--- config.mk ---
export PLATFORM = sky130hd
export DESIGN_NAME = paged_address_translation_top_flat
export DESIGN_NICKNAME = d
export VERILOG_FILES = /design/src/pat_pkg.sv /design/src/pat_if.sv /design/src/paged_address_translation_top.sv /design/src/pat_div.sv /design/src/pat_table.sv /design/src/flat_wrapper.sv
export SDC_FILE = /design/constraint.sdc
export NUM_CORES = 2
export LEC_CHECK = 0
export ABC_AREA = 1
export BUFFER_PORTS_ARGS = -buffer_cell sky130_fd_sc_hd__buf_2
export CELL_PAD_IN_SITES_DETAIL_PLACEMENT = 0
export CELL_PAD_IN_SITES_GLOBAL_PLACEMENT = 2
export CORE_ASPECT_RATIO = 1.1
export CORE_MARGIN = 10
export CORE_UTILIZATION = 38
export DETAILED_ROUTE_END_ITERATION = 10
export PLACE_DENSITY = 0.85
export SLEW_MARGIN = 30
export SYNTH_ARGS = -nofsm -noshare
export SYNTH_HDL_FRONTEND = slang
export SYNTH_SLANG_ARGS = --single-unit
--- constraint.sdc ---
create_clock -name clk -period 5.4 [get_ports clk]
set_clock_uncertainty 0.05 [all_clocks]
set_input_delay 0.27 -clock clk [delete_from_list [all_inputs] [get_ports clk]]
set_output_delay 0.27 -clock clk [all_outputs]
set_load 0.005 [all_outputs]
--- src/pat_pkg.sv ---
// ----------------------------------------------------------------------------
// Paged address translation package
// Shared widths, table size, status codes and register indexes.
// ----------------------------------------------------------------------------
package pat_pkg;

	localparam int TABLE_ENTRIES = 64;
	localparam int IDX_W         = $clog2(TABLE_ENTRIES);

	localparam int ADDR_W   = 32;
	localparam int FRAME_W  = 16;
	localparam int ENTRY_W  = 6;
	localparam int STATUS_W = 2;
	localparam int PSIZE_W  = 17;
	localparam int PAGES_W  = 7;
	localparam int CFG_W    = 17;
	localparam int CFG_IDX_W = 1;

	localparam int DIV_STEPS = ADDR_W;
	localparam int CNT_W     = $clog2(DIV_STEPS + 1);

	localparam logic [PSIZE_W-1:0] PAGE_SIZE_RST = PSIZE_W'(4096);
	localparam logic [PAGES_W-1:0] PAGES_RST     = PAGES_W'(64);

	localparam logic [STATUS_W-1:0] ST_OK      = 2'd0;
	localparam logic [STATUS_W-1:0] ST_INVALID = 2'd1;
	localparam logic [STATUS_W-1:0] ST_WRITTEN = 2'd2;

	localparam logic [CFG_IDX_W-1:0] REG_PAGE_SIZE    = 1'd0;
	localparam logic [CFG_IDX_W-1:0] REG_PAGES_IN_USE = 1'd1;

	localparam logic MODE_WRITE     = 1'b0;
	localparam logic MODE_TRANSLATE = 1'b1;

endpackage

--- src/pat_if.sv ---
// ----------------------------------------------------------------------------
// Paged address translation channels
// Request and response word channels with valid/ready handshake.
// ----------------------------------------------------------------------------
interface pat_req_if;
	import pat_pkg::*;

	logic                valid;
	logic                ready;
	logic                mode;
	logic [ENTRY_W-1:0]  entry_index;
	logic [FRAME_W-1:0]  frame_number;
	logic [ADDR_W-1:0]   logical_address;

	modport source (output valid, mode, entry_index, frame_number, logical_address,
		input ready);
	modport sink (input valid, mode, entry_index, frame_number, logical_address,
		output ready);
endinterface

interface pat_rsp_if;
	import pat_pkg::*;

	logic                valid;
	logic                ready;
	logic [ADDR_W-1:0]   physical_address;
	logic [STATUS_W-1:0] status;

	modport source (output valid, physical_address, status, input ready);
	modport sink (input valid, physical_address, status, output ready);
endinterface

--- src/paged_address_translation_top.sv ---
// ----------------------------------------------------------------------------
// Paged address translation
// Translates logical addresses through a single-level frame table.
//
// channel  dir  word                                           handshake
// req      in   mode, entry_index, frame_number, logical_addr  valid/ready
// rsp      out  physical_address, status                       valid/ready
// cfg      in   cfg_index, cfg_data                            cfg_we
//
// A table write or a zero page size goes from acceptance straight to the
// output load. A translation takes 32 divider steps, a table read, a
// multiply and the output load; a page out of range skips the multiply.
// req.ready is high only while the sequencer is idle.
// A held result on rsp stalls only the final load; reset needs no sweep.
// ----------------------------------------------------------------------------
module paged_address_translation_top (
	input  logic                          clk,
	input  logic                          arst_n,
	input  logic                          cfg_we,
	input  logic [pat_pkg::CFG_IDX_W-1:0] cfg_index,
	input  logic [pat_pkg::CFG_W-1:0]     cfg_data,
	pat_req_if.sink                       req,
	pat_rsp_if.source                     rsp
);
	import pat_pkg::*;

	localparam logic [1:0] S_IDLE = 2'd0;
	localparam logic [1:0] S_DIV  = 2'd1;
	localparam logic [1:0] S_READ = 2'd2;
	localparam logic [1:0] S_DONE = 2'd3;

	logic [1:0]          state_q;
	logic [PSIZE_W-1:0]  page_size_q;
	logic [PAGES_W-1:0]  pages_q;
	logic [STATUS_W-1:0] res_status_q;
	logic [ADDR_W-1:0]   prod_q;
	logic                rsp_valid_q;
	logic [ADDR_W-1:0]   rsp_addr_q;
	logic [STATUS_W-1:0] rsp_status_q;

	logic                accept;
	logic                div_start;
	logic                div_busy;
	logic                div_done;
	logic [ADDR_W-1:0]   div_quo;
	logic [PSIZE_W-1:0]  div_rem;
	logic                tbl_we;
	logic [FRAME_W-1:0]  tbl_rdata;
	logic [PAGES_W-1:0]  limit;
	logic                page_bad;
	logic [ADDR_W:0]     prod_full;
	logic                out_free;

	assign accept    = req.valid && req.ready;
	assign div_start = accept && (req.mode == MODE_TRANSLATE) && (page_size_q != '0);
	assign tbl_we    = accept && (req.mode == MODE_WRITE)
		&& (32'(req.entry_index) < TABLE_ENTRIES);
	assign limit     = (32'(pages_q) > TABLE_ENTRIES) ? PAGES_W'(TABLE_ENTRIES) : pages_q;
	assign page_bad  = div_quo >= ADDR_W'(limit);
	assign prod_full = (ADDR_W+1)'(tbl_rdata) * (ADDR_W+1)'(page_size_q);
	assign out_free  = !rsp_valid_q || rsp.ready;

	pat_div u_div (
		.clk       (clk),
		.arst_n    (arst_n),
		.start     (div_start),
		.dividend  (req.logical_address),
		.divisor   (page_size_q),
		.busy      (div_busy),
		.done      (div_done),
		.quotient  (div_quo),
		.remainder (div_rem)
	);

	pat_table u_table (
		.clk   (clk),
		.we    (tbl_we),
		.waddr (IDX_W'(req.entry_index)),
		.wdata (req.frame_number),
		.re    (div_done),
		.raddr (IDX_W'(div_quo)),
		.rdata (tbl_rdata)
	);

	always_ff @(posedge clk or negedge arst_n) begin
		if (!arst_n) begin
			page_size_q <= PAGE_SIZE_RST;
			pages_q     <= PAGES_RST;
		end else if (cfg_we) begin
			case (cfg_index)
				REG_PAGE_SIZE:    page_size_q <= PSIZE_W'(cfg_data);
				REG_PAGES_IN_USE: pages_q     <= PAGES_W'(cfg_data);
				default: ;
			endcase
		end
	end

	always_ff @(posedge clk or negedge arst_n) begin
		if (!arst_n) begin
			state_q      <= S_IDLE;
			res_status_q <= ST_OK;
		end else begin
			case (state_q)
				S_IDLE: begin
					if (accept) begin
						if (req.mode == MODE_WRITE) begin
							res_status_q <= ST_WRITTEN;
							state_q      <= S_DONE;
						end else if (page_size_q == '0) begin
							res_status_q <= ST_INVALID;
							state_q      <= S_DONE;
						end else begin
							state_q <= S_DIV;
						end
					end
				end
				S_DIV: begin
					if (div_done) begin
						if (page_bad) begin
							res_status_q <= ST_INVALID;
							state_q      <= S_DONE;
						end else begin
							res_status_q <= ST_OK;
							state_q      <= S_READ;
						end
					end
				end
				S_READ: begin
					state_q <= S_DONE;
				end
				S_DONE: begin
					if (out_free) begin
						state_q <= S_IDLE;
					end
				end
				default: state_q <= S_IDLE;
			endcase
		end
	end

	always_ff @(posedge clk) begin
		if (state_q == S_READ) begin
			prod_q <= prod_full[ADDR_W-1:0];
		end
	end

	always_ff @(posedge clk or negedge arst_n) begin
		if (!arst_n) begin
			rsp_valid_q <= 1'b0;
		end else if ((state_q == S_DONE) && out_free) begin
			rsp_valid_q <= 1'b1;
		end else if (rsp.ready) begin
			rsp_valid_q <= 1'b0;
		end
	end

	always_ff @(posedge clk) begin
		if ((state_q == S_DONE) && out_free) begin
			rsp_status_q <= res_status_q;
			rsp_addr_q   <= (res_status_q == ST_OK) ? prod_q + ADDR_W'(div_rem) : '0;
		end
	end

	assign req.ready            = (state_q == S_IDLE);
	assign rsp.valid            = rsp_valid_q;
	assign rsp.physical_address = rsp_addr_q;
	assign rsp.status           = rsp_status_q;

	a_ready_div_idle: assert property (@(posedge clk) disable iff (!arst_n)
		req.ready |-> !div_busy)
		else $error("request taken while divider busy");

	a_done_in_div: assert property (@(posedge clk) disable iff (!arst_n)
		div_done |-> (state_q == S_DIV))
		else $error("divider finished outside divide state");

	a_start_idle: assert property (@(posedge clk) disable iff (!arst_n)
		div_start |=> (state_q == S_DIV) && div_busy)
		else $error("divide not started");

	a_zero_addr: assert property (@(posedge clk) disable iff (!arst_n)
		(rsp.valid && (rsp.status != ST_OK)) |-> (rsp.physical_address == '0))
		else $error("non-zero address on failed or write word");

endmodule

--- src/pat_div.sv ---
// ----------------------------------------------------------------------------
// Paged address translation divider
// Radix-2 restoring divider, one quotient bit per cycle.
// ----------------------------------------------------------------------------
module pat_div (
	input  logic                         clk,
	input  logic                         arst_n,
	input  logic                         start,
	input  logic [pat_pkg::ADDR_W-1:0]   dividend,
	input  logic [pat_pkg::PSIZE_W-1:0]  divisor,
	output logic                         busy,
	output logic                         done,
	output logic [pat_pkg::ADDR_W-1:0]   quotient,
	output logic [pat_pkg::PSIZE_W-1:0]  remainder
);
	import pat_pkg::*;

	logic [ADDR_W-1:0]  quo_q;
	logic [PSIZE_W-1:0] rem_q;
	logic [CNT_W-1:0]   cnt_q;
	logic               busy_q;
	logic               done_q;
	logic [PSIZE_W:0]   trial;
	logic [PSIZE_W:0]   diff;
	logic               fits;

	assign trial = {rem_q, quo_q[ADDR_W-1]};
	assign diff  = trial - {1'b0, divisor};
	assign fits  = trial >= {1'b0, divisor};

	always_ff @(posedge clk or negedge arst_n) begin
		if (!arst_n) begin
			cnt_q  <= '0;
			busy_q <= 1'b0;
			done_q <= 1'b0;
		end else if (start) begin
			cnt_q  <= CNT_W'(DIV_STEPS);
			busy_q <= 1'b1;
			done_q <= 1'b0;
		end else if (busy_q) begin
			cnt_q <= cnt_q - 1'b1;
			if (cnt_q == CNT_W'(1)) begin
				busy_q <= 1'b0;
				done_q <= 1'b1;
			end
		end else begin
			done_q <= 1'b0;
		end
	end

	always_ff @(posedge clk) begin
		if (start) begin
			quo_q <= dividend;
			rem_q <= '0;
		end else if (busy_q) begin
			quo_q <= {quo_q[ADDR_W-2:0], fits};
			rem_q <= fits ? diff[PSIZE_W-1:0] : trial[PSIZE_W-1:0];
		end
	end

	assign busy      = busy_q;
	assign done      = done_q;
	assign quotient  = quo_q;
	assign remainder = rem_q;

endmodule

--- src/pat_table.sv ---
// ----------------------------------------------------------------------------
// Paged address translation frame table
// Single-port-write, single-port-read frame store with registered read data.
// ----------------------------------------------------------------------------
module pat_table (
	input  logic                        clk,
	input  logic                        we,
	input  logic [pat_pkg::IDX_W-1:0]   waddr,
	input  logic [pat_pkg::FRAME_W-1:0] wdata,
	input  logic                        re,
	input  logic [pat_pkg::IDX_W-1:0]   raddr,
	output logic [pat_pkg::FRAME_W-1:0] rdata
);
	import pat_pkg::*;

	logic [FRAME_W-1:0] mem [TABLE_ENTRIES];
	logic [FRAME_W-1:0] rdata_q;

	always_ff @(posedge clk) begin
		if (we) begin
			mem[waddr] <= wdata;
		end
	end

	always_ff @(posedge clk) begin
		if (re) begin
			rdata_q <= mem[raddr];
		end
	end

	assign rdata = rdata_q;

endmodule
--- src/flat_wrapper.sv ---
// flat-port wrapper written by rule: the top's interface ports become plain ports
module paged_address_translation_top_flat import pat_pkg::*;
  (clk, arst_n, cfg_we, cfg_index, cfg_data, req_valid, req_mode, req_entry_index, req_frame_number, req_logical_address, req_ready, rsp_valid, rsp_physical_address, rsp_status, rsp_ready);
  pat_req_if req_i ();
  pat_rsp_if rsp_i ();
  input  logic clk;
  input  logic arst_n;
  input  logic cfg_we;
  input  logic [pat_pkg::CFG_IDX_W-1:0] cfg_index;
  input  logic [pat_pkg::CFG_W-1:0] cfg_data;
  input wire logic [$bits(req_i.valid)-1:0] req_valid;
  input wire logic [$bits(req_i.mode)-1:0] req_mode;
  input wire logic [$bits(req_i.entry_index)-1:0] req_entry_index;
  input wire logic [$bits(req_i.frame_number)-1:0] req_frame_number;
  input wire logic [$bits(req_i.logical_address)-1:0] req_logical_address;
  output wire logic [$bits(req_i.ready)-1:0] req_ready;
  output wire logic [$bits(rsp_i.valid)-1:0] rsp_valid;
  output wire logic [$bits(rsp_i.physical_address)-1:0] rsp_physical_address;
  output wire logic [$bits(rsp_i.status)-1:0] rsp_status;
  input wire logic [$bits(rsp_i.ready)-1:0] rsp_ready;
  assign req_i.valid = req_valid;
  assign req_i.mode = req_mode;
  assign req_i.entry_index = req_entry_index;
  assign req_i.frame_number = req_frame_number;
  assign req_i.logical_address = req_logical_address;
  assign req_ready = req_i.ready;
  assign rsp_valid = rsp_i.valid;
  assign rsp_physical_address = rsp_i.physical_address;
  assign rsp_status = rsp_i.status;
  assign rsp_i.ready = rsp_ready;
  paged_address_translation_top u_core (.clk(clk), .arst_n(arst_n), .cfg_we(cfg_we), .cfg_index(cfg_index), .cfg_data(cfg_data), .req(req_i), .rsp(rsp_i));
endmodule
==> impl_metrics.ini <==
[die]
die_h_um = 437.9
core.rowCount = 153
core_area_um2 = 157900
dieArea_um2 = 175100
start_util_pct = 38.20
die_x_um = 399.9
io_pins = 114

[sta]
worst_slew_pin_slew_ns = 1.041
timing.hold.ws_ns = 0.06924
setup_viol_count_final = 3
fin_crit_ns = 5.471
setup-tns-final_ns = -0.1397
fmax_mhz = 182.8
final_hold_viol_count = 0
finalCritPeriodShare_pct = 101.3
final_max_slew_viol_count = 0
rsz0062_at_grt = yes
setup_ws_ns = -0.07067
slew_headroom_pct = 30.58

[logic_synthesis]
synth_ff_type = edfxtp_1
syn_area_um2 = 60320
synth_edf_count = 1138
syn_nets = 6385
synth_seq_cells = 1192
synthDistinctLibCells = 47
ys_seq_area_share_pct = 58.75
synth-async-reset-ratio_pct = 3.104
syn_area_per_cell_um2 = 10.14
netlist_instances = 5950
yosys_warnings = 0

[global_routing]
antenna_found_initial = 3
grt_overflow = 0
grt_pass1_vias = 42214
grt_max_degree = 204
grt_pass1_wl_um = 262400
track_usage_pct = 19.58

[worst_setup_path]
start_kind = flip-flop
worstPathArrival_ns = 5.94
reg2reg_from = u_core.u_table.rdata[4]
crit_required_ns = 5.87
crit_chain = buf_6 > buf_6 > nand2_2 > inv_2 > fa_1 > fa_1 > fa_1 > inv_2 > fa_1 > fa_1 > fa_1 > inv_2 > ha_4 > buf_6 > nand4_1 > nor2_2 > and3_1 > nand2_2 > nand4_1 > nand2_1
slowest_stage = fa_1
ff2ff_path_depth = 20
max_stage_delay_ns = 0.55
crit_buf_inv = 6
cpMostUsedCell = fa_1
crit_type = reg -> reg
critPathCaptureType = flip-flop
crit_fanout = 5
cp_top_family = adder cells
r2r-end = u_core.prod_q[28]
regToRegSetupSlack_ns = -0.07

[min_path]
min_to = u_core.pages_q[6]
hold_path_class = in -> reg
hold_depth = 4
holdCritStartpoint = cfg_index

[cells_and_area]
drive_gt1_share_pct = 11.98
final_util_pct = 44.20
area_growth_pct = 15.72
fin_nets = 6650
nFillCells = 14868

[clock_tree]
cts_buffer_depth = 3
numCtsBuffers = 131
cts_tree = done
clkSinkCount = 1192
cts_root_buf = clkbuf_16
cts.clk_slew.worst_paths_ns = 0.06
clk_latency_ns = 0.80
htree_levels = 4

[run_status]
failed_checks = setup timing
status = finished with violations

[placed_design]
finalWeightedCongestion = 0.8773
post-dp-hpwl_um = 108700
io_buffers = 113

[drt]
drt_first_pass_iters = 6
drt_wl_total_um = 174000
dr_total_vias = 42354
post_drt_wl_per_cell_um = 20.70
drc = 0
via_per_inst = 5.039
ant_nets = 0
drtIter0Drc = 3364

[job]
maxCapViolations = 0
## timing repair
item,4_1_cts,5_1_grt
buffers inserted,5,14
pin swaps,5,57
gates cloned,0,0
endpoints found under the hold margin,98,0
endpoints found under the setup margin,16,22
hold buffers,59,0
resized for setup,37,165
## through the flow
step                instances  instance area (µm²)  setup WS [ns]
finish                   8406                69810       -0.07067
global route             8405                69800        -0.1801
detailed placement       8096                64050        -0.2133
floorplan                5950                60330        0.01914
global placement         8096                64040        -0.1777
CTS                      8391                69050       -0.03891
## metal layers
layer / share of wire (%) / track usage [%]
met2: 50 / 34.12
met3: 4.9 / 2.418
met1: 41 / 24.90
met5: 0 / 0
met4: 3.7 / 7.005
## synthesized netlist by cell type, drive strengths merged, types with 2 or more instances
library cell,n,area [µm²]
nand3b,6,45.04
o21ai,64,320.3
xnor2,11,96.34
nor2,212,798.3
inv,560,2105
o21bai,4,30.03
nor4,2,12.51
clkinv,2,8.750
o211ai,18,135.1
nand4,30,187.7
clkbuf,91,341.6
nor3,22,120.1
xor2,26,227.7
and3,4,30.03
dfrtp,35,875.8
edfxtp,1138,34170
buf,218,1175
and2,4,25.02
fa,209,4184
a21oi,101,520.5
dfxtp,17,340.3
nand3,964,4835
nand2,2055,7786
dfstp,2,52.55
o22ai,2,12.51
ha,148,1852
## cell type report
| cell class | count | area (µm²) | area share (%) |
|---|---|---|---|
| Antenna cell | 1 | 2.502 | 0.003585 |
| Clock inverter | 72 | 834.6 | 1.196 |
| Multi-Input combinational cell | 3887 | 21980 | 31.49 |
| Sequential cell | 1192 | 35450 | 50.79 |
| Inverter | 562 | 2137 | 3.061 |
| Tap cell | 2092 | 2618 | 3.750 |
| Clock buffer | 159 | 3393 | 4.861 |
| Timing Repair Buffer | 441 | 3386 | 4.850 |
## cell families after synthesis
family / after synthesis / share of synthesized area (%)
and+or+nand+nor: 3301 / 22.96
adders and majority gates: 357 / 10.01
xor gates and xnor gates: 37 / 0.5372
AOI/OAI and AO/OA: 192 / 1.724
DFF: 1192 / 58.75
buffers and inverters: 871 / 6.017
## placed cells by master, fill, tap and decap left out, types with 14 or more instances in the layout
cell type,count
edfxtp_1,1138
nand3_1,961
o211ai_1,18
a21oi_2,14
clkbuf_16,131
buf_6,14
buf_2,112
ha_1,127
inv_2,34
nand4_1,30
nand2_1,1996
dfrtp_1,26
a21oi_1,77
clkbuf_1,27
nand2_2,45
nor3_1,14
xor2_1,25
ha_4,19
buf_4,245
dfxtp_1,17
dlygate4sd3_1,58
clkinv_1,30
fa_1,206
nor2_1,191
o21ai_0,47
inv_1,523
nand2_4,14
clkinv_2,15
## worst max-delay path by stage
stage                             from                 to  slack, ns  cells after the start
2_1_floorplan   u_core.page_size_q[12]  u_core.prod_q[27]       0.02                     21
3_3_place_gp    u_core.page_size_q[14]  u_core.prod_q[29]      -0.18                     21
3_5_place_dp    u_core.page_size_q[10]  u_core.prod_q[29]      -0.21                     20
4_1_cts        u_core.u_table.rdata[4]  u_core.prod_q[28]      -0.04                     20
6_report       u_core.u_table.rdata[4]  u_core.prod_q[28]      -0.07                     20
5_1_grt        u_core.u_table.rdata[4]  u_core.prod_q[28]      -0.18                     20
## sequential cells by signal (all words and copies together), names as in the netlist
register                     cells
u_core.u_div.cnt_q               6
u_core.rsp.valid                 1
u_core.u_div.done                1
u_core.res_status_q              2
u_core.prod_q                   32
u_core.u_table.mem            1024
u_core.pages_q                   7
u_core.rsp.status                2
u_core.state_q                   2
u_core.u_table.rdata            16
u_core.page_size_q              17
u_core.u_div.remainder          17
u_core.rsp.physical_address     32
u_core.u_div.quotient           32
u_core.u_div.busy                1
## worst register-to-register path, delay by kind of cell (launching register included)
| kind | cells | cell delay (ns) |
|---|---|---|
| AND/OR/NAND/NOR | 7 | 0.85 |
| flip-flops | 1 | 0.52 |
| adder cells (fa/ha/maj) | 7 | 3.32 |
| buffers and inverters | 6 | 0.52 |
Power is left out: the tool's default activity adds up to more than one toggle a clock period on the data nets, which glitch-free logic cannot reach.
